File: config.mk
export PLATFORM = sky130hd
export DESIGN_NAME = chxy_scale
export DESIGN_NICKNAME = d
export VERILOG_FILES = /design/src/hw/rtl/chxy_pkg.sv /design/src/hw/rtl/chxy_scale.sv
export SDC_FILE = /design/constraint.sdc
export NUM_CORES = 1
export LEC_CHECK = 0
export ABC_AREA = 1
export BUFFER_PORTS_ARGS = -buffer_cell sky130_fd_sc_hd__clkbuf_2
export CAP_MARGIN = 20
export CORE_MARGIN = 3
export CORE_UTILIZATION = 45
export DETAILED_ROUTE_END_ITERATION = 10
export PLACE_DENSITY = 0.69
export SYNTH_ARGS = -nofsm -noshare
export SYNTH_HDL_FRONTEND = slang
export SYNTH_SLANG_ARGS = --single-unit
File: constraint.sdc
create_clock -name clk -period 6.1 [get_ports clk]
set_clock_uncertainty 0.15 [all_clocks]
set_input_delay 0.305 -clock clk [delete_from_list [all_inputs] [get_ports clk]]
set_output_delay 0.305 -clock clk [all_outputs]
set_load 0.03 [all_outputs]
File: src/hw/rtl/chxy_pkg.sv
// Package for the compass heading block: widths, fixed-point formats,
// register codes, the arctangent table and the shared struct types.
// No dependencies.
package chxy_pkg;

  // Number of CORDIC micro-rotations, capped by the table length
  localparam int ANGLE_STEPS = 16;
  localparam int TABLE_LEN   = 24;
  localparam int NUM_STEPS   = (ANGLE_STEPS < TABLE_LEN) ? ANGLE_STEPS : TABLE_LEN;
  localparam int SHIFT_W     = $clog2(TABLE_LEN);

  // Field and datapath widths
  localparam int RD_W      = 13;  // raw reading and offset
  localparam int DIFF_W    = 14;  // reading minus offset, exact
  localparam int FRAC_BITS = 16;  // vector is carried in Q16
  localparam int VEC_W     = 33;  // holds Q16 vector plus CORDIC gain
  localparam int ANGLE_W   = 32;  // binary angle, 2^32 units per turn
  localparam int HEAD_W    = 15;  // heading in 1/64 degree
  localparam int PROD_W    = ANGLE_W + HEAD_W;

  // Headings in 1/64 degree
  localparam logic [HEAD_W-1:0] FULL_TURN     = 15'd23040;
  localparam logic [HEAD_W-1:0] HEAD_ZERO     = 15'd0;
  localparam logic [HEAD_W-1:0] HEAD_QUARTER  = 15'd5760;
  localparam logic [HEAD_W-1:0] HEAD_HALF     = 15'd11520;
  localparam logic [HEAD_W-1:0] HEAD_3QUARTER = 15'd17280;

  localparam logic [ANGLE_W-1:0] ANGLE_ZERO = 32'h0000_0000;
  localparam logic [ANGLE_W-1:0] ANGLE_HALF = 32'h8000_0000;

  // Configuration port
  localparam int ADDR_W  = 3;
  localparam int DATA_W  = 32;
  localparam int REG_LSB = 2;

  typedef enum logic [0:0] {
    REG_X_OFFSET = 1'b0,
    REG_Y_OFFSET = 1'b1
  } reg_idx_t;

  typedef logic [ANGLE_W-1:0] angle_t;

  // Hard-iron offsets
  typedef struct packed {
    logic signed [RD_W-1:0] x_offset;
    logic signed [RD_W-1:0] y_offset;
  } cfg_t;

  // One item in flight through the rotation stages
  typedef struct packed {
    logic signed [VEC_W-1:0] x;
    logic signed [VEC_W-1:0] y;
    angle_t                  z;
    logic                    fixed;          // axis or zero vector
    logic [HEAD_W-1:0]       fixed_heading;  // heading used when fixed
  } vec_t;

  // atan(2^-i) in binary angle units, rounded
  function automatic angle_t atan_entry(input logic [SHIFT_W-1:0] i);
    angle_t r;
    case (i)
      5'd0:    r = 32'h20000000;
      5'd1:    r = 32'h12E4051E;
      5'd2:    r = 32'h09FB385B;
      5'd3:    r = 32'h051111D4;
      5'd4:    r = 32'h028B0D43;
      5'd5:    r = 32'h0145D7E1;
      5'd6:    r = 32'h00A2F61E;
      5'd7:    r = 32'h00517C55;
      5'd8:    r = 32'h0028BE53;
      5'd9:    r = 32'h00145F2F;
      5'd10:   r = 32'h000A2F98;
      5'd11:   r = 32'h000517CC;
      5'd12:   r = 32'h00028BE6;
      5'd13:   r = 32'h000145F3;
      5'd14:   r = 32'h0000A2FA;
      5'd15:   r = 32'h0000517D;
      5'd16:   r = 32'h000028BE;
      5'd17:   r = 32'h0000145F;
      5'd18:   r = 32'h00000A30;
      5'd19:   r = 32'h00000518;
      5'd20:   r = 32'h0000028C;
      5'd21:   r = 32'h00000146;
      5'd22:   r = 32'h000000A3;
      5'd23:   r = 32'h00000051;
      default: r = ANGLE_ZERO;
    endcase
    return r;
  endfunction

endpackage

File: src/hw/rtl/chxy_scale.sv
// Back end: scale the binary angle to 1/64 degree, or take the axis
// heading, and drive the output register. Depends on chxy_pkg.
module chxy_scale import chxy_pkg::*; (
  input  logic              clk,
  input  logic              rst,
  input  logic              en,
  input  logic              in_valid,
  input  vec_t              in_vec,
  output logic              out_valid,
  output logic [HEAD_W-1:0] heading
);

  logic [PROD_W-1:0] prod;
  logic              prod_valid;
  logic              prod_fixed;
  logic [HEAD_W-1:0] prod_fixed_heading;
  logic [HEAD_W-1:0] heading_next;

  // Multiply the angle by one turn in 1/64 degree
  always_ff @(posedge clk) begin
    if (rst) begin
      prod_valid <= 1'b0;
    end else if (en) begin
      prod_valid <= in_valid;
    end
  end

  always_ff @(posedge clk) begin
    if (en) begin
      prod               <= PROD_W'(in_vec.z) * PROD_W'(FULL_TURN);
      prod_fixed         <= in_vec.fixed;
      prod_fixed_heading <= in_vec.fixed_heading;
    end
  end

  // Keep the top bits, or take the axis heading
  assign heading_next = prod_fixed ? prod_fixed_heading : prod[PROD_W-1:ANGLE_W];

  always_ff @(posedge clk) begin
    if (rst) begin
      out_valid <= 1'b0;
    end else if (en) begin
      out_valid <= prod_valid;
    end
  end

  always_ff @(posedge clk) begin
    if (en) begin
      heading <= heading_next;
    end
  end

endmodule

Word level (Yosys, flattened, before mapping)
Index checks and enable logic that the tools add are counted.
- bits in registers: 71
- input bits: 118
- output and inout bits: 16
- multiply operators: 1
- multiplexer cells: 1
- operators by type and width (operator ; count):
    $mul 32x6->38 const B ; 1
    $mux 15 ; 1

Longest topological paths before layout
Gate-level depths: netlist (run 1).
- depth in word-level cells: 1
- gate-level depth with buffers: 19

Least setup slack after synthesis (run 1)
OpenSTA, ideal clock, no wires.
- kind: input -> register
- start: input port in_vec[39] in the netlist's numbering
- end: register prod[46] (data pin)
- library setup time: 0.253 ns
- data arrival time: 2.878 ns
- setup slack: 2.819 ns
- stages: 13
- buffers on the path: 0
- cells stage by stage: ha_1 fa_1 inv_1 fa_1 inv_1 ha_1 a21oi_1 a21boi_0 nand2_1 a21oi_1 nand3_1 nand2_1 nand2_1
- word-level cells in the longest chain between the ends: 1
- RTL lines (item ; line ; RTL):
    from (decl) ; chxy_scale.sv:8 ; input vec_t in_vec,
    $mul 32x6->38 ; chxy_scale.sv:30 ; prod <= PROD_W'(in_vec.z) * PROD_W'(FULL_TURN);
    to (signal assigned) ; chxy_scale.sv:30 ;
    to (decl) ; chxy_scale.sv:13 ; logic [PROD_W-1:0] prod;
No other way between the ends.
A chain may end at the register's enable or synchronous reset.

Worst setup path in the final report (run 1)
Ends and elaborated chain as after synthesis.

==> results.md, run 1 <==
- Total power: 2.07 mW
- Grt met2 use: 0.292
- Synth area leaders: edfxtp_1 (25%), ha_1 (18%), fa_1 (16%)
- Power Density: 327 nW/um^2
- Clock sinks: 48
- Drt drc: 0
- Worst path buffer plus inverter count: 3
- CP max stage cell: fa_1
- Clock root buffer: clkbuf_16
- MaxCap Viol Count: 0
- Gate power share: 0.635
- Hpwl dp: 9.87 mm
- Synthesized flop and latch total: 48
- Vias in the first global route: 4643
- Int Power: 1.11 mW
- CP Cell Sequence: clkbuf_2, ha_1, fa_1, inv_1, fa_1, inv_1, ha_1, a21oi_1, a21boi_0, nand2_1, a21oi_1, nand3_1, nand2_1, nand2_1
- Finish-stage setup viols: 0
- Syn-to-layout area delta: 12.4%
- Gates resized, CTS repair: 0
- DIE HEIGHT: 118 um
- Net switching power: 962 uW
- Worst Slack Setup Final: 2.63 ns
- Final Max Slew Viols: 0
- CP startpoint kind: input port
- Yosys top cell area share: 0.245
- Routability Congestion: 0.959
- Post-Place Setup Slack: 2.38 ns
- Worst hold path class: in -> reg
- Fillers: 1192
- # rows: 40
- Compound-Gate Fraction of Synth Area: 0.0793
- Synth Area in Adders: 0.344
- PortBufs: 67
- Post-synth top area cell: edfxtp_1
- Via density per instance: 4.84
- Mux contribution to synthesized area: 0.0300
- Worst slew pin tran: 0.619 ns
- Setup TNS: 0 ns
- Post-Synth XOR/XNOR Area: 0.0202
- Final hold vios: 0
- Leak: 3.31 nW
- First-pass GRT wire length: 20.1 mm
- Most common cell after layout, fill and taps aside: inv_1
- Critical Path Most Common Cell: nand2_1
- CP Class: in -> reg
- Commonest non-fill, non-tap cells in the layout: inv_1 (153), nand2_1 (140), ha_1 (81)
- Drt wl/cell: 12.1 um
- Synth Instances: 676
- Initial drt markers: 229
- Clk buf depth: 2
- N_diodes: 0
- CORE AREA: 12100 sq um
- Antenna violations before repair: 0
- Hold buffers post-CTS: 0
- Crit-path max FO: 5
- Gr busiest metal: met2
- DRT Pass-1 Iters: 5
- Synth Area in Simple Gates: 0.170
- Mapped cell area: 5630 sq um
- Max Clock Freq: 288 MHz
- CP delay by family, top: adder cells
- Clk pwr share: 0.125
- Skew-Pair Late Insertion Delay: 0.28 ns
- CTS tree: yes
- Clock transition at path regs: 0.06 ns
- Seq/Total Area, Yosys: 0.252
- M3 GR Usage: 0.0135
- Synth Warn #: 0
- Max H-tree Level: 2
- Wirelength, routed: 11.1 mm
- Relative max-transition margin: 0.587
- Vias: 4440
- Post-CTS Setup Inserts: 0
- Crit end category: flop
- Met1 Use GR: 0.232
- Reg power frac: 0.240
- Worst EP required: 5.99 ns
- Total global-route track usage: 0.168
- ANT nets after route: 0
- Crit path DAT: 3.36 ns
- Fin crit share: 0.569
- Initial core utilization: 0.465
- I/O pin count: 134
- GRT overflow: 0
- Die ar.: 13900 sq um
- Layout cell share with drive strength beyond 1: 0.125
- Worst path max stage delay: 0.54 ns
- Peak VDD IR: 0.115 mV
- Pin count of the biggest net entering global routing: 50
- Net Count, Synth: 921
- Die Width: 118 um
- RSZ-0062 raised after global routing: false
- Total CTS buffers: 5
- Switching share of total power: 0.465
- Final #Nets: 994
- Syn Area/Cell: 8.33 sq um
- Status: completed
- Largest family of logic cells by synthesized area: adder cells
- Post-layout minimum cycle time: 3.47 ns
- Yosys cell types: 29
## worst paths after layout
| path | to | cells past startpoint | start | slack [ns] |
|---|---|---|---|---|
| max | prod[46] | 14 | in_vec[39] | 2.63 |
| min | prod_valid | 2 | rst | 0.04 |
| max reg2reg | heading[5] | 1 | prod_fixed | 4.54 |
| min reg2reg | out_valid | 2 | out_valid | 0.31 |
## kinds of logic (layout without fill, tap and decap cells)
family / Yosys count / count (layout)
flops: 48 / 48
xor+xnor: 13 / 13
simple gates: 236 / 236
fa+ha+maj: 127 / 127
mux: 15 / 15
compound gates: 81 / 81
buf+inv: 156 / 230
## metal layers
metal / share of wire / routed length (um)
met1: 0.49 / 5390
met2: 0.47 / 5260
met3: 0.029 / 326
met4: 0.012 / 138
met5: 0 / 0
## metrics by stage
step | instances | area, sq um | utilization | hold slack, ns
CTS | 917 | 6310 | 0.521 | 0.0387
global route | 918 | 6330 | 0.522 | 0.0353
finish | 918 | 6330 | 0.522 | 0.0429
global placement | 909 | 6170 | 0.509 | 0.287
floorplan | 676 | 5630 | - | 0.224
detailed placement | 909 | 6170 | 0.509 | 0.309
## final cells by class
type	count	area (sq um)	area share
Multi-Input combinational cell	472	3620	0.572
Timing Repair Buffer	68	355	0.0562
Sequential cell	48	1420	0.225
Clock buffer	6	129	0.0204
Tap cell	168	210	0.0332
Clock inverter	2	11.3	0.00178
Inverter	154	578	0.0914
## power by group through the flow
| stage | clock (mW) | combinational [mW] | sequential [mW] |
|---|---|---|---|
| detailed placement | 0 | 1.30 | 0.505 |
| floorplan | 0 | 0.964 | 0.532 |
| global route | 0.276 | 1.54 | 0.504 |
| finish | 0.258 | 1.31 | 0.496 |
| global placement | 0 | 1.29 | 0.501 |
| CTS | 0.265 | 1.31 | 0.498 |
## registers in the layout, indices dropped and copies added (netlist names)
name                flops
prod_fixed              1
out_valid               1
prod_fixed_heading     15
heading                15
prod                   15
prod_valid              1
## cell usage after synthesis
library cell  number
a21oi_1           46
nor2_1            52
nand4_1            5
fa_1              46
or2_1              1
a21o_1             5
a21boi_0           2
nand2_1          140
clkbuf_1           1
inv_2              1
xor2_1             9
nand2_2            1
o2111ai_1          1
nor2_2             2
o21ai_0           18
xnor2_1            4
nor3_2             1
ha_1              81
edfxtp_1          46
o21bai_1           5
dfxtp_1            2
inv_1            153
buf_2              1
nor3_1             6
a31oi_1            2
mux2_2            15
nand3_1           27
and3_1             1
o21a_1             2
Note: power is estimated with default switching activity, not from simulation.
==> inputs of run 2 (changes only) <==
--- a/config.mk
+++ b/config.mk
@@ -5,13 +5,13 @@
 export SDC_FILE = /design/constraint.sdc
 export NUM_CORES = 1
 export LEC_CHECK = 0
-export ABC_AREA = 1
+export ABC_AREA = 0
 export BUFFER_PORTS_ARGS = -buffer_cell sky130_fd_sc_hd__clkbuf_2
 export CAP_MARGIN = 20
 export CORE_MARGIN = 3
 export CORE_UTILIZATION = 45
 export DETAILED_ROUTE_END_ITERATION = 10
-export PLACE_DENSITY = 0.69
+export PLACE_DENSITY = 0.7
 export SYNTH_ARGS = -nofsm -noshare
 export SYNTH_HDL_FRONTEND = slang
 export SYNTH_SLANG_ARGS = --single-unit
==> constraint.sdc (replaced) <==
create_clock -name clk -period 3.2 [get_ports clk]
set_clock_uncertainty 0.15 [all_clocks]
set_input_delay 0.16 -clock clk [delete_from_list [all_inputs] [get_ports clk]]
set_output_delay 0.16 -clock clk [all_outputs]
set_load 0.03 [all_outputs]
==> run 2 against run 1 <==
Effect of this change: critical path depth is the same; first-iteration DRC count shrank 46%; cell count shrank 11%; largest power group unchanged; synthesized area shrank 9.5%; sequential share of layout area shrank 4.2 points; die area shrank 9.0%; sequential power grew 95%; the flow now finishes with violations (hold timing, setup timing); highest routed layer unchanged.
==> results.md, run 2 <==
- Final hold vios: 1 (+1)
- CP Class: in -> reg
- Yosys top cell area share: 0.271 (+0.0257)
- Worst Slack Setup Final: -0.180 ns (-2.81 ns)
- Synthesized flop and latch total: 48 (unchanged)
- Peak VDD IR: 0.416 mV (+260%)
- Max H-tree Level: 2 (unchanged)
- Area of the multi-input gates: 4140 sq um (+14%)
- Switching share of total power: 0.405 (-0.0599)
- Worst setup startpoint: in_vec[30]
- Largest registers: heading: 15 flops, prod: 15 flops, prod_fixed_heading: 15 flops
- Failing checks: hold timing, setup timing
- Total CTS buffers: 5 (unchanged)
- Status: complete, but fails checks
- Total power: 5.35 mW (+160%)
- Vias: 4165 (-6.2%)
- Post-synth top area cell: edfxtp_1
- Net switching power: 2.17 mW (+130%)
- Worst slew pin tran: 0.746 ns (+0.127 ns)
- Total global-route track usage: 0.186 (+0.0173)
- Post-layout minimum cycle time: 3.38 ns
- Die ar.: 12600 sq um (-9.0%)
- Clock sinks: 48 (unchanged)
- CTS tree: yes
- Syn Area/Cell: 10.7 sq um (+29%)
- Clock root buffer: clkbuf_16
- Crit-path max FO: 4 (-1)
- RSZ-0062 raised after global routing: true
- PortBufs: 67 (unchanged)
- Seq/Total Area, Yosys: 0.279 (+0.0264)
- Worst path max stage delay: 0.54 ns (about the same)
- Antenna violations before repair: 0 (unchanged)
- Worst hold slack: -0.00500 ns (-0.0479 ns)
- Clk buf depth: 2 (unchanged)
- Top_reg_cell synth: edfxtp_1
- # rows: 38 (-5.0%)
- Vias in the first global route: 4467 (-3.8%)
- Relative max-transition margin: 0.503 (-0.0848)
- Register area: 1420 sq um (unchanged)
- Worst hold path class: in -> reg
- Power Density: 688 nW/um^2 (+110%)
- Drt wl/cell: 15.1 um (+25%)
- Hpwl dp: 9.03 mm (-8.5%)
- Finish-stage setup viols: 11 (+11)
- Net Count, Synth: 721 (-22%)
- Initial drt markers: 124 (-46%)
- First-pass GRT wire length: 19.7 mm (-2.2%)
- Synth top cells by count: inv_1 (108), ha_1 (81), edfxtp_1 (46), fa_1 (46), a21oi_1 (34)
- CORE AREA: 10900 sq um (-9.7%)
- Commonest non-fill, non-tap cells in the layout: buf_4 (108), inv_1 (93), clkbuf_2 (53)
- Int Power: 3.18 mW (+190%)
- Initial core utilization: 0.466 (+0.00126)
- Wirelength, routed: 12.4 mm (+11%)
- Post-Layout Cell Count: 817 (-11%)
- ANT nets after route: 0 (unchanged)
- Synth Instances: 476 (-30%)
- Die Width: 112 um (-4.6%)
- Placed Instances: 782 (-14%)
- Worst EP required: 3.09 ns (-2.90 ns)
- Via density per instance: 5.10 (+5.4%)
- Gate power share: 0.713 (+0.078)
- Yosys cell types: 49 (+69%)
- Synth Warn #: 0 (unchanged)
- Pin count of the biggest net entering global routing: 31 (-38%)
- Mapped cell area: 5100 sq um (-9.5%)
- DIE HEIGHT: 112 um (-4.6%)
- Final #Nets: 921 (-7.3%)
- Final Max Slew Viols: 0 (unchanged)
- CP max stage cell: fa_1
- Post-synth ARST share: 0 (unchanged)
- Fin crit share: 1.06
- I/O pin count: 134 (unchanged)
- Min-delay src: in_valid
- CP Cell Sequence: buf_2, ha_4, inv_1, fa_1, fa_1, inv_2, ha_4, a21oi_4, o21ai_2, a211oi_2, o21ai_4, a41oi_4, o311ai_2, a311o_1
- Reg power frac: 0.180 (-0.060)
- Post-synth EDFFs: 46 (unchanged)
- Fin util: 0.712 (+0.189)
- DRT Pass-1 Iters: 4 (-1)
- N_diodes: 0 (unchanged)
- Max Clock Freq: 296 MHz
- Leak: 3.59 nW (+8.2%)
- Post-Place Setup Slack: -0.589 ns (-2.97 ns)
- Clk pwr share: 0.107 (-0.018)
- Synth area leaders: edfxtp_1 (27%), ha_1 (20%), fa_1 (18%)
- FF-to-FF Start: prod_fixed
- Layout cell share with drive strength beyond 1: 0.470 (+0.344)
- CP startpoint kind: input port
- Fillers: 733 (-39%)
- Drt drc: 0 (unchanged)
- Skew-Pair Late Insertion Delay: 0.28 ns (about the same)
- Crit path DAT: 3.27 ns (-0.09 ns)
- Syn-to-layout area delta: 52.7%
- GRT overflow: 0 (unchanged)
- Most common cell after layout, fill and taps aside: buf_4
- Routability Congestion: 0.856 (-11%)
- Crit end category: flop
- Most frequent cell after synthesis: inv_1
- Clock transition at path regs: 0.06 ns (about the same)
- MaxCap Viol Count: 0 (unchanged)
[run 2: metal layers]
| metal | wire [um] | vias up | track usage | share of wire |
|---|---|---|---|---|
| met3 | 330 | 22 | 0.0178 | 0.027 |
| li1 | - | 2032 | - | - |
| met5 | 0 | - | 0 | 0 |
| met4 | 214 | 0 | 0.0361 | 0.017 |
| met2 | 6510 | 79 | 0.346 | 0.53 |
| met1 | 5310 | 2032 | 0.235 | 0.43 |
[run 2: power groups by stage]
stage | Clock [mW] | Combinational (mW) | Sequential, mW
2_1_floorplan | 0 | 1.79 | 1.03
3_3_place_gp | 0 | 2.83 | 0.976
3_5_place_dp | 0 | 2.89 | 0.980
4_1_cts | 0.585 | 3.36 | 0.968
5_1_grt | 0.609 | 4.16 | 0.981
6_report | 0.572 | 3.82 | 0.965
[run 2: cells by family after synthesis]
family	share of synthesized area
multiplexers	0.0390
XOR/XNOR	0.0430
adder cells (fa/ha/maj)	0.381
AO/OA/AOI/OAI	0.125
flip-flops	0.279
buffers and inverters	0.0832
AND/OR/NAND/NOR	0.0493
[run 2: timing repair]
action,in CTS,in global routing
setup buffers,6,5
setup endpoints to repair,14,14
hold endpoints to repair,18,0
gates resized for setup,79,76
pin swaps,35,38
hold buffers,17,0
[run 2: critical path, delay by kind of cell]
kind	cells	cell delay [ns]
AO/OA/AOI/OAI	7	1.31
adder cells (fa/ha/maj)	4	1.56
buffers and inverters	3	0.23
[run 2: final timing paths]
kind | slack (ns) | cells past startpoint | to
worst max-delay path | -0.18 | 14 | prod[46]
worst min register to register | 0.39 | 2 | out_valid
worst min-delay path | -0.005 | 3 | prod_valid
worst max register to register | 1.63 | 1 | heading[13]
[run 2: metrics by stage]
| stage | hold slack [ns] | setup TNS, ns | instance area [sq um] |
|---|---|---|---|
| after floorplan | 0.0824 | -1.44 | 5270 |
| after global placement | 0.186 | -5.46 | 6530 |
| after detailed placement | 0.191 | -6.53 | 6530 |
| after CTS | 0.00133 | -0.747 | 7370 |
| after global routing | 0.0241 | -2.30 | 7780 |
| final | -0.00500 | -1.13 | 7780 |
[run 2: layout make-up]
type / instances / area share
inverter: 108 / 0.0524
sequential: 48 / 0.183
multi-input combinational: 317 / 0.532
clock buffer: 5 / 0.0161
timing repair buffer: 196 / 0.189
clock inverter: 3 / 0.00547
tap: 140 / 0.0225
