### config.mk
export PLATFORM = sky130hd
export DESIGN_NAME = chxy_cfg
export DESIGN_NICKNAME = d
export VERILOG_FILES = /design/src/hw/rtl/chxy_pkg.sv /design/src/hw/rtl/chxy_cfg.sv
export SDC_FILE = /design/constraint.sdc
export NUM_CORES = 1
export LEC_CHECK = 0
export BUFFER_PORTS_ARGS = -buffer_cell sky130_fd_sc_hd__clkbuf_2
export CORE_ASPECT_RATIO = 0.5
export CORE_MARGIN = 2
export CORE_UTILIZATION = 40
export CTS_CLUSTER_DIAMETER = 200
export CTS_CLUSTER_SIZE = 10
export DETAILED_ROUTE_END_ITERATION = 10
export GPL_TIMING_DRIVEN = 0
export MAX_ROUTING_LAYER = met4
export PLACE_DENSITY = 0.78
export SLEW_MARGIN = 20
export SYNTH_ARGS = -nofsm -noshare
export SYNTH_HDL_FRONTEND = slang
export SYNTH_SLANG_ARGS = --single-unit
### constraint.sdc
create_clock -name clk -period 1.82 [get_ports clk]
set_input_delay 0.091 -clock clk [delete_from_list [all_inputs] [get_ports clk]]
set_output_delay 0.091 -clock clk [all_outputs]
set_load 0.005 [all_outputs]
### src/hw/rtl/chxy_pkg.sv
// Package for the compass heading block: widths, fixed-point formats,
// register codes, the arctangent table and the shared struct types.
// No dependencies.
package chxy_pkg;

  // Number of CORDIC micro-rotations, capped by the table length
  localparam int ANGLE_STEPS = 16;
  localparam int TABLE_LEN   = 24;
  localparam int NUM_STEPS   = (ANGLE_STEPS < TABLE_LEN) ? ANGLE_STEPS : TABLE_LEN;
  localparam int SHIFT_W     = $clog2(TABLE_LEN);

  // Field and datapath widths
  localparam int RD_W      = 13;  // raw reading and offset
  localparam int DIFF_W    = 14;  // reading minus offset, exact
  localparam int FRAC_BITS = 16;  // vector is carried in Q16
  localparam int VEC_W     = 33;  // holds Q16 vector plus CORDIC gain
  localparam int ANGLE_W   = 32;  // binary angle, 2^32 units per turn
  localparam int HEAD_W    = 15;  // heading in 1/64 degree
  localparam int PROD_W    = ANGLE_W + HEAD_W;

  // Headings in 1/64 degree
  localparam logic [HEAD_W-1:0] FULL_TURN     = 15'd23040;
  localparam logic [HEAD_W-1:0] HEAD_ZERO     = 15'd0;
  localparam logic [HEAD_W-1:0] HEAD_QUARTER  = 15'd5760;
  localparam logic [HEAD_W-1:0] HEAD_HALF     = 15'd11520;
  localparam logic [HEAD_W-1:0] HEAD_3QUARTER = 15'd17280;

  localparam logic [ANGLE_W-1:0] ANGLE_ZERO = 32'h0000_0000;
  localparam logic [ANGLE_W-1:0] ANGLE_HALF = 32'h8000_0000;

  // Configuration port
  localparam int ADDR_W  = 3;
  localparam int DATA_W  = 32;
  localparam int REG_LSB = 2;

  typedef enum logic [0:0] {
    REG_X_OFFSET = 1'b0,
    REG_Y_OFFSET = 1'b1
  } reg_idx_t;

  typedef logic [ANGLE_W-1:0] angle_t;

  // Hard-iron offsets
  typedef struct packed {
    logic signed [RD_W-1:0] x_offset;
    logic signed [RD_W-1:0] y_offset;
  } cfg_t;

  // One item in flight through the rotation stages
  typedef struct packed {
    logic signed [VEC_W-1:0] x;
    logic signed [VEC_W-1:0] y;
    angle_t                  z;
    logic                    fixed;          // axis or zero vector
    logic [HEAD_W-1:0]       fixed_heading;  // heading used when fixed
  } vec_t;

  // atan(2^-i) in binary angle units, rounded
  function automatic angle_t atan_entry(input logic [SHIFT_W-1:0] i);
    angle_t r;
    case (i)
      5'd0:    r = 32'h20000000;
      5'd1:    r = 32'h12E4051E;
      5'd2:    r = 32'h09FB385B;
      5'd3:    r = 32'h051111D4;
      5'd4:    r = 32'h028B0D43;
      5'd5:    r = 32'h0145D7E1;
      5'd6:    r = 32'h00A2F61E;
      5'd7:    r = 32'h00517C55;
      5'd8:    r = 32'h0028BE53;
      5'd9:    r = 32'h00145F2F;
      5'd10:   r = 32'h000A2F98;
      5'd11:   r = 32'h000517CC;
      5'd12:   r = 32'h00028BE6;
      5'd13:   r = 32'h000145F3;
      5'd14:   r = 32'h0000A2FA;
      5'd15:   r = 32'h0000517D;
      5'd16:   r = 32'h000028BE;
      5'd17:   r = 32'h0000145F;
      5'd18:   r = 32'h00000A30;
      5'd19:   r = 32'h00000518;
      5'd20:   r = 32'h0000028C;
      5'd21:   r = 32'h00000146;
      5'd22:   r = 32'h000000A3;
      5'd23:   r = 32'h00000051;
      default: r = ANGLE_ZERO;
    endcase
    return r;
  endfunction

endpackage

### src/hw/rtl/chxy_cfg.sv
// APB-style register file holding the X and Y hard-iron offsets.
// Depends on chxy_pkg for register codes and the cfg_t struct.
module chxy_cfg import chxy_pkg::*; (
  input  logic              clk,
  input  logic              rst,
  input  logic              psel,
  input  logic              penable,
  input  logic              pwrite,
  input  logic [ADDR_W-1:0] paddr,
  input  logic [DATA_W-1:0] pwdata,
  output logic [DATA_W-1:0] prdata,
  output logic              pready,
  output cfg_t              cfg
);

  logic     wr_en;
  reg_idx_t idx;

  assign pready = 1'b1;
  assign wr_en  = psel && penable && pwrite;
  assign idx    = reg_idx_t'(paddr[REG_LSB]);

  // Write the addressed offset in the access phase
  always_ff @(posedge clk) begin
    if (rst) begin
      cfg.x_offset <= '0;
      cfg.y_offset <= '0;
    end else if (wr_en) begin
      case (idx)
        REG_X_OFFSET: cfg.x_offset <= pwdata[RD_W-1:0];
        REG_Y_OFFSET: cfg.y_offset <= pwdata[RD_W-1:0];
        default: ;
      endcase
    end
  end

  // Return the addressed offset, sign-extended
  always_comb begin
    case (idx)
      REG_X_OFFSET: prdata = DATA_W'(cfg.x_offset);
      REG_Y_OFFSET: prdata = DATA_W'(cfg.y_offset);
      default:      prdata = '0;
    endcase
  end

endmodule

=== Word level (Yosys, flattened, before mapping) ===
Cells that the tools add are included.

* Register bits: 26
* Input port bits: 40
* Output and inout port bits: 59
* Logic and storage cells: 8

* Multiplexer cells: 1
* Bitwise logic cells: 1
* Reduce and logical (&&, ||, !) cells: 4

{| class="wikitable"
|+ Operators with widths
! kind !! number
|-
| $pmux W32 S2 || 1
|-
| $reduce_and A2 Y1 || 2
|-
| $logic_and A1 B1 Y1 || 2
|-
| $not A1 Y1 || 1
|}

=== Logic depth before layout (Yosys ltp) ===
Gate-level depths: netlist of the first run.

* Depth in word-level cells: 3
* Mapped depth: 4
* Gate-level depth less buffers: 2

=== Worst setup path before layout of the first run ===
Ideal clock, no wire load.

* Path kind: reg-to-output
* Start point: reg cfg[12] in the netlist's numbering
* End point: out prdata[13]
* Data arrival time: 867 ps
* Path slack: 862 ps
* Stages on the path, launching flop included: 3
* Path buffers: 1
* Cell sequence: dfxtp_1 -> mux2_2 -> buf_4

* Cells in the longest elaborated chain, start to end: 1

{| class="wikitable"
|+ RTL lines
! element !! RTL line !! RTL
|-
| start: declaration || chxy_cfg.sv:13 || <nowiki>output cfg_t cfg</nowiki>
|-
| $pmux W32 S2 || chxy_cfg.sv:39 || <nowiki>case (idx)</nowiki>
|-
| end: declaration || chxy_cfg.sv:11 || <nowiki>output logic [DATA_W-1:0] prdata,</nowiki>
|}

Every way passes these cells.

=== Worst setup path in the final report of the first run ===
* Start point: reg cfg[12] in the netlist's numbering
* End point: out prdata[14]

The elaborated chain is that of the path after synthesis.

==> results of run 1 <==
how the worst max path moves through the flow:
stage	to	startpoint	slack (ns)
3_5_place_dp	prdata[14]	cfg[25]	0.72
2_1_floorplan	prdata[13]	cfg[12]	0.86
3_3_place_gp	prdata[25]	cfg[25]	0.76
4_1_cts	prdata[14]	cfg[25]	0.42
6_report	prdata[14]	cfg[12]	0.45
5_1_grt	prdata[16]	cfg[25]	0.35
worst reg2reg max path: cells and delay by family (launching register included):
family           cells  cell delay, ns
flip-flops           1            0.36
multiplexers         1            0.14
AND/OR/NAND/NOR      1            0.07
per-layer routing:
| metal | vias up | global-route usage | share of wire |
|---|---|---|---|
| met2 | 36 | 0.287 | 0.50 |
| met3 | 2 | 0.0430 | 0.060 |
| met4 | 0 | 0.0333 | 0.0054 |
| met1 | 531 | 0.165 | 0.43 |
| li1 | 593 | - | - |
| met5 | - | - | 0 |
metrics by stage:
step / power [µW] / hold slack (ns)
2_1_floorplan: 696 / 0.267
3_3_place_gp: 760 / 0.364
5_1_grt: 1110 / 0.0989
4_1_cts: 1070 / 0.0872
6_report: 1060 / 0.0886
3_5_place_dp: 764 / 0.373
placed cells by master (no fill, tap or decap), drive strengths merged:
master and count:
clkbuf 80, nand2b 39, mux2i 26, dfxtp 26, buf 25, mux2 13, and4b 1, and4 1
nand4 1, nand4b 1, conb 1
power by group through the flow:
stage	clock, µW	sequential, µW	combinational (µW)
floorplan	0	603	92.8
global placement	0	603	157
detailed placement	0	604	161
CTS	322	590	161
global route	346	592	174
finish	312	590	159
logic make-up after synthesis:
logic type / after synthesis
mux: 39
other cells: 1
flops: 26
buf+inv: 28
simple gates: 43
area by class of cell:
class	count	area (µm²)	share of cell area
Multi-Input combinational cell	83	709	0.372
Sequential cell	26	520	0.273
Timing Repair Buffer	74	370	0.194
Buffer	28	204	0.107
Tap cell	51	63.8	0.0334
Clock buffer	3	41.3	0.0216
==> flow_metrics.env, run 1 <==
export IMPL_antenna_found_initial=0
export IMPL_tns_ns=0
export IMPL_synthMuxAreaShare=0.284
export IMPL_cp_top_family="multiplexers"
export IMPL_worstRegToRegCells=2
export IMPL_avgRoutedWirePerCell_um=11.8
export IMPL_cap_violations=0
export IMPL_dp_slack_ns=0.721
export IMPL_stdcell_count=265
export IMPL_synthXorXnorAreaFrac=0
export IMPL_cts_setup_buffers=0
export IMPL_syn_to_final_growth_pct=33.2
export IMPL_htreeDepth=1
export IMPL_vias=1162
export IMPL_worst_path_max_fanout=20
export IMPL_synth_fp_nets=177
export IMPL_async_reset_ff_frac=0
export IMPL_status="finished, final reports clean"
export IMPL_clk_latency_ns=0.26
export IMPL_clock_path_buffers=2
export IMPL_pwr_share_clk=0.294
export IMPL_ios=99
export IMPL_hp_class="in -> reg"
export IMPL_clock_fmax_mhz=728
export IMPL_final_max_slew_viol_count=0
export IMPL_io_buffers=74
export IMPL_path_depth=3
export IMPL_synth_cells=137
export IMPL_cts_buffers_inserted=3
export IMPL_path_buf_inv=2
export IMPL_ys_ff_latch=26
export IMPL_hpwl_um=2470
export IMPL_core_area_mm2=0.00343
export IMPL_clkTransAtPathRegs_ns=0.08
export IMPL_crit_arrival_ns=1.28
export IMPL_ys_warn_count=0
export IMPL_yosys_top_cells_count="nand2b_1 (39), dfxtp_1 (26), mux2i_1 (26)"
export IMPL_holdPathEnd="cfg[23]"
export IMPL_hold_violations=0
export IMPL_wirelength_um=3120
export IMPL_synth_edf_count=0
export IMPL_grt_ovfl_total=0
export IMPL_rrSetupSlack_ns=1.18
export IMPL_place_gp_congestion=0.715
export IMPL_synth_fa_ha_area_frac=0
export IMPL_design_area_mm2=0.00191
export IMPL_grt_max_degree=21
export IMPL_cts_root_buf="clkbuf_8"
export IMPL_syn_area_per_cell_um2=10.5
export IMPL_r2r_start="cfg[18]"
export IMPL_fin_nets=256
export IMPL_post_route_drc_count=0
export IMPL_dp_cells=262
export IMPL_peakVddDrop_uv=305
export IMPL_slowest_delay_ns=0.40
export IMPL_synth_top_family_by_area="multiplexers"
export IMPL_internal_power_uw=819
export IMPL_crit_type="reg -> out"
export IMPL_leakagePower_uw=0.00103
export IMPL_sw_frac_of_total=0.228
export IMPL_crit_chain="mux2_2 -> buf_4 -> clkbuf_2"
export IMPL_yosys_cell_types_count=13
export IMPL_worstSetupStartpointType="register"
export IMPL_drive_above_1_share=0.547
export IMPL_initialDrtViolationCount=30
export IMPL_drt_vias_per_instance=4.38
export IMPL_reg_largest_list="cfg: 26 flops"
export IMPL_setup_viol_count_final=0
export IMPL_regToRegEndpoint="cfg[18]"
export IMPL_cpMaxStageDelayCell="mux2_2"
export IMPL_diodes=0
export IMPL_largest_reg_flops=26
export IMPL_hold_depth=3
export IMPL_dr_pass1_iters=4
export IMPL_gr_usage_all_layers=0.153
export IMPL_synth_top_cells_by_area="dfxtp_1 (36%), mux2i_1 (18%), nand2b_1 (17%)"
export IMPL_synth_top_area_frac=0.363
export IMPL_p_seq_frac=0.556
export IMPL_synth_simple_area_share=0.209
export IMPL_synth_flop_cell="dfxtp_1"
export IMPL_row_count=15
export IMPL_skew_ns=0
export IMPL_placed_cell_area_mm2=0.00187
export IMPL_fin_crit_ns=1.37
export IMPL_cts_tree="yes"
export IMPL_fin_crit_sh=0.754
export IMPL_powerDensity_mw_per_mm2=556
export IMPL_worstHoldStart="pwdata[10]"
export IMPL_grt_pass1_wl_um=4530
export IMPL_ys_seq_area_frac=0.363
export IMPL_postCtsHoldBufs=0
export IMPL_p_switching_uw=242
export IMPL_cts_resized=0
export IMPL_fin_ws_ns=0.447
export IMPL_die_x_um=88.7
export IMPL_top_register="cfg"
export IMPL_grt_pass1_vias=1024
export IMPL_die_height_um=46.3
export IMPL_detail_route_antenna_nets=0
export IMPL_dieArea_mm2=0.00411
export IMPL_yosysMostFrequentCell="nand2b_1"
export IMPL_synth_area_mm2=0.00143
export IMPL_start_util=0.417
export IMPL_yosysTopAreaCell="dfxtp_1"
export IMPL_cts_sink_count=26
export IMPL_crit_path_end_kind="output port"
export IMPL_rsz0062_at_grt="no"
export IMPL_final_fill_count=332
export IMPL_synth_compound_area_share=0
export IMPL_cp_required_ns=1.73
export IMPL_fin_util=0.556
export IMPL_power_frac_comb=0.150
No activity file was read; power rests on OpenSTA's default activity.
==> inputs of run 2 (changes only) <==
clock period = 1.3 ns   (was 1.82 ns; I/O delays follow)
==> run 2 against run 1 <==
- utilization increased by 1.3 points
- die area unchanged
- final cell count increased by 1.1%
- global-route usage increased by 0.68 points
- total power increased by 41%
- wire length increased by 7.9%
- largest cell class unchanged
- highest routed layer unchanged
==> flow_metrics.env, run 2 (synthesis gave the netlist of run 1 again) <==
export IMPL_status="finished, final reports clean"
export IMPL_cts_tree="yes"
export IMPL_vias=1201
export IMPL_syn_to_final_growth_pct=36.2
export IMPL_clock_path_buffers=2
export IMPL_cts_sink_count=26
export IMPL_peakVddDrop_uv=429
export IMPL_cap_violations=0
export IMPL_die_x_um=88.7
export IMPL_post_route_drc_count=0
export IMPL_seq_area_um2=523
export IMPL_start_util=0.417
export IMPL_place_gp_congestion=0.715
export IMPL_powerDensity_mw_per_mm2=766
export IMPL_row_count=15
export IMPL_mostFrequentLayoutCells="clkbuf_2 (74), nand2b_1 (39), mux2i_1 (26)"
export IMPL_crit_arrival_ns=1.18
export IMPL_rrSetupSlack_ns=0.65
export IMPL_postCtsHoldBufs=0
export IMPL_hold_violations=0
export IMPL_fin_util=0.569
export IMPL_hp_class="in -> reg"
export IMPL_wirelength_um=3370
export IMPL_htreeDepth=1
export IMPL_dr_pass1_iters=3
export IMPL_regToRegEndpoint="cfg[18]"
export IMPL_startpoint="cfg[12]"
export IMPL_drt_vias_per_instance=4.48
export IMPL_initialDrtViolationCount=36
export IMPL_placed_cell_area_mm2=0.00187
export IMPL_ios=99
export IMPL_fin_crit_ns=1.25
export IMPL_dieArea_mm2=0.00411
export IMPL_io_buffers=74
export IMPL_die_height_um=46.3
export IMPL_crit_path_end_kind="output port"
export IMPL_clk_latency_ns=0.26
export IMPL_largest_reg_flops=26
export IMPL_clkTransAtPathRegs_ns=0.08
export IMPL_cpMaxStageDelayCell="dfxtp_2"
export IMPL_avgRoutedWirePerCell_um=12.6
export IMPL_leakagePower_uw=0.00105
export IMPL_cts_root_buf="clkbuf_8"
export IMPL_diodes=0
export IMPL_hpwl_um=2470
export IMPL_fin_crit_sh=0.960
export IMPL_grt_pass1_vias=1041
export IMPL_grt_max_degree=14
export IMPL_multi_input_area_um2=751
export IMPL_antenna_found_initial=0
export IMPL_gr_usage_all_layers=0.160
export IMPL_worst_path_max_fanout=6
export IMPL_clock_fmax_mhz=802
export IMPL_fin_nets=259
export IMPL_grt_pass1_wl_um=4710
export IMPL_cts_buffers_inserted=3
export IMPL_final_max_slew_viol_count=0
export IMPL_crit_chain="mux2_2 -> buf_4 -> clkbuf_2"
export IMPL_cp_endpoint="prdata[29]"
export IMPL_design_area_mm2=0.00195
export IMPL_grt_ovfl_total=0
export IMPL_detail_route_antenna_nets=0
export IMPL_drive_above_1_share=0.562
export IMPL_top_register="cfg"
export IMPL_setup_viol_count_final=0
export IMPL_reg_largest_list="cfg: 26 flops"
export IMPL_final_fill_count=331
export IMPL_dp_cells=262
export IMPL_skew_ns=0
export IMPL_cp_required_ns=1.24
export IMPL_r2r_start="cfg[18]"
export IMPL_core_area_mm2=0.00343
export IMPL_stdcell_count=268
export IMPL_worstRegToRegCells=2
export IMPL_crit_type="reg -> out"
export IMPL_worstSetupStartpointType="register"
export IMPL_layout_commonest_cell="clkbuf_2"
export IMPL_tns_ns=0
export IMPL_slowest_delay_ns=0.36
## run 2: power breakdown
part | switching, µW | internal (µW) | total (µW)
Combinational | 101 | 130 | 230
Clock | 231 | 207 | 438
Sequential | 14.3 | 814 | 828
Total | 346 | 1150 | 1500
## run 2: what timing repair did
action	CTS	global route
gates cloned	1	2
buffers inserted	0	0
endpoints found under the setup margin	19	19
resized for setup	1	3
## run 2: final cells by class
class | instances | share of cell area
multi-input cells | 86 | 0.384
flip-flops and latches | 26 | 0.268
repair buffers | 74 | 0.190
plain buffers | 28 | 0.104
well taps | 51 | 0.0327
clock buffers | 3 | 0.0211
## run 2: metal layers
| metal | global-route usage | vias up | wire length, µm |
|---|---|---|---|
| met3 | 0.0430 | 2 | 171 |
| met2 | 0.296 | 36 | 1750 |
| met4 | 0.0333 | 0 | 17 |
| li1 | - | 603 | - |
| met5 | - | - | 0 |
| met1 | 0.176 | 560 | 1430 |
## run 2: through the flow
stage / total power [µW] / setup WS (ns) / hold WS (ns)
global placement: 1060 / 0.265 / 0.338
finish: 1500 / 0.0525 / 0.0627
detailed placement: 1070 / 0.227 / 0.347
floorplan: 975 / 0.368 / 0.241
CTS: 1510 / 0.00165 / 0.0612
global route: 1570 / -0.00431 / 0.0702
## run 2: critical path, delay by kind of cell, from the launching register on
| family | cells | cell delay [ns] |
|---|---|---|
| DFF | 1 | 0.36 |
| muxes | 1 | 0.32 |
| buffers and inverters | 2 | 0.24 |
## run 2: worst min path at each step
stage | start | endpoint | slack [ns] | depth (start not counted)
2_1_floorplan | pwdata[6] | cfg[19] | 0.24 | 2
3_3_place_gp | pwdata[10] | cfg[23] | 0.34 | 3
3_5_place_dp | pwdata[10] | cfg[23] | 0.35 | 3
4_1_cts | pwdata[10] | cfg[23] | 0.06 | 3
5_1_grt | pwdata[0] | cfg[0] | 0.07 | 3
6_report | pwdata[10] | cfg[23] | 0.06 | 3
==> inputs of run 3 (changes only) <==
REMOVE_ABC_BUFFERS = 1   (was unset)
==> run 3 against run 2 <==
- design area is 11% lower
- non-clock buffer count is 26 lower
- final cell count is 10% lower
- utilization is 6.4 points lower
- largest cell class unchanged
- first-iteration DRC count is 22% lower
- wire length is 19% lower
- critical path type unchanged
- sequential power hardly changed
- maximum frequency is 7.1% higher
- critical endpoint is now prdata[31]
- clock skew stayed put
- sequential share of layout area is 3.3 points higher
- setup slack better by 0.083 ns
- clock power is 15% higher
==> flow_metrics.env, run 3 (synthesis gave the netlist of run 1 again) <==
export IMPL_vias=1032
export IMPL_status="finished, final reports clean"
export IMPL_peakVddDrop_uv=384
export IMPL_grt_pass1_vias=959
export IMPL_skew_ns=0
export IMPL_dp_slack_ns=-0.0298
export IMPL_final_max_slew_viol_count=0
export IMPL_ios=99
export IMPL_cpMaxStageDelayCell="mux2_4"
export IMPL_htreeDepth=1
export IMPL_clkTransAtPathRegs_ns=0.09
export IMPL_hp_class="in -> reg"
export IMPL_row_count=15
export IMPL_worst_path_max_fanout=20
export IMPL_drt_vias_per_instance=4.30
export IMPL_cp_required_ns=1.24
export IMPL_antenna_found_initial=0
export IMPL_grt_max_degree=40
export IMPL_dieArea_mm2=0.00411
export IMPL_cap_violations=0
export IMPL_cts_root_buf="clkbuf_8"
export IMPL_mostFrequentLayoutCells="clkbuf_2 (76), nand2b_1 (39), mux2i_1 (26), dfxtp_1 (26), mux2_2 (12)"
export IMPL_fin_nets=230
export IMPL_fin_hold_ws_ns=0.0534
export IMPL_largest_reg_flops=26
export IMPL_grt_ovfl_total=0
export IMPL_initialDrtViolationCount=28
export IMPL_dr_pass1_iters=4
export IMPL_grt_pass1_wl_um=4210
export IMPL_postCtsHoldBufs=0
export IMPL_hold_violations=0
export IMPL_cts_tree="yes"
export IMPL_crit_arrival_ns=1.10
export IMPL_detail_route_antenna_nets=0
export IMPL_post_route_drc_count=0
export IMPL_timing_slew_headroom=0.660
export IMPL_core_area_mm2=0.00343
export IMPL_hpwl_um=2090
export IMPL_fin_crit_sh=0.896
export IMPL_place_gp_congestion=0.742
export IMPL_cp_top_family="multiplexers"
export IMPL_clock_fmax_mhz=859
export IMPL_rsz0062_at_grt="no"
export IMPL_crit_chain="mux2_4 -> clkbuf_2"
export IMPL_diodes=0
export IMPL_crit_type="reg -> out"
export IMPL_fin_crit_ns=1.16
export IMPL_worstSetupStartpointType="register"
export IMPL_clock_path_buffers=2
export IMPL_start_util=0.417
export IMPL_io_buffers=76
export IMPL_layout_commonest_cell="clkbuf_2"
export IMPL_cts_buffers_inserted=3
export IMPL_fin_ws_ns=0.136
export IMPL_setup_viol_count_final=0
export IMPL_path_buf_inv=1
export IMPL_wirelength_um=2730
export IMPL_die_x_um=88.7
export IMPL_cts_setup_buffers=0
export IMPL_slowest_delay_ns=0.36
export IMPL_leakagePower_uw=0.000908
export IMPL_crit_path_end_kind="output port"
export IMPL_syn_to_final_growth_pct=20.9
export IMPL_reg_largest_list="cfg: 26 flops"
export IMPL_powerDensity_mw_per_mm2=874
export IMPL_gr_usage_all_layers=0.136
export IMPL_top_register="cfg"
export IMPL_clk_latency_ns=0.27
export IMPL_avgRoutedWirePerCell_um=11.4
export IMPL_cts_sink_count=26
export IMPL_die_height_um=46.3
export IMPL_drive_above_1_share=0.503
export IMPL_worst_pin_slew_ns=0.510
## run 3: stage by stage
| step | std cells | cell area (µm²) | util | total power (µW) | TNS, ns |
|---|---|---|---|---|---|
| 6_report | 240 | 1730 | 0.505 | 1520 | 0 |
| 5_1_grt | 240 | 1730 | 0.505 | 1590 | 0 |
| 4_1_cts | 240 | 1730 | 0.503 | 1540 | 0 |
| 3_5_place_dp | 236 | 1670 | 0.487 | 1030 | -0.0664 |
| 3_3_place_gp | 236 | 1670 | 0.487 | 1030 | 0 |
| 2_1_floorplan | 109 | 1230 | - | 930 | 0 |
## run 3: per-layer routing
metal  wire length [µm]  vias to the layer above  global-route usage
met4                  0                        0              0.0424
met2               1470                       16               0.240
met3                 86                        0              0.0358
li1                   -                      539                   -
met5                  0                        -                   -
met1               1170                      477               0.155
## run 3: report_power, final
part	leakage, µW	internal, µW	switching (µW)
combinational	0.000669	100	85.9
sequential	0.000210	813	13.2
clock	0.0000288	270	233
total	0.000908	1180	332
## run 3: path summary, 6_finish.rpt
| path | startpoint | to | slack [ns] | cells after the start |
|---|---|---|---|---|
| hold / removal | pwdata[12] | cfg[12] | 0.05 | 3 |
| hold reg to reg | cfg[13] | cfg[13] | 0.49 | 2 |
| setup reg to reg | cfg[2] | cfg[2] | 0.67 | 2 |
| setup / recovery | cfg[25] | prdata[31] | 0.14 | 2 |
## run 3: tightest hold or removal path: cells and delay by family
kind / cells / cell delay [ns]
buffers and inverters: 1 / 0.08
muxes: 1 / 0.06
and+or+nand+nor: 1 / 0.07
## run 3: area by class of cell
cell class	count	area, µm²
timing repair buffer	76	380
clock buffer	4	55.1
sequential	26	520
tap	51	63.8
fill	312	1700
multi-input combinational	83	713
## run 3: repair_timing
item	CTS	global route
setup endpoints to repair	0	20
resized for setup	0	1
endpoints found under the hold margin	0	0
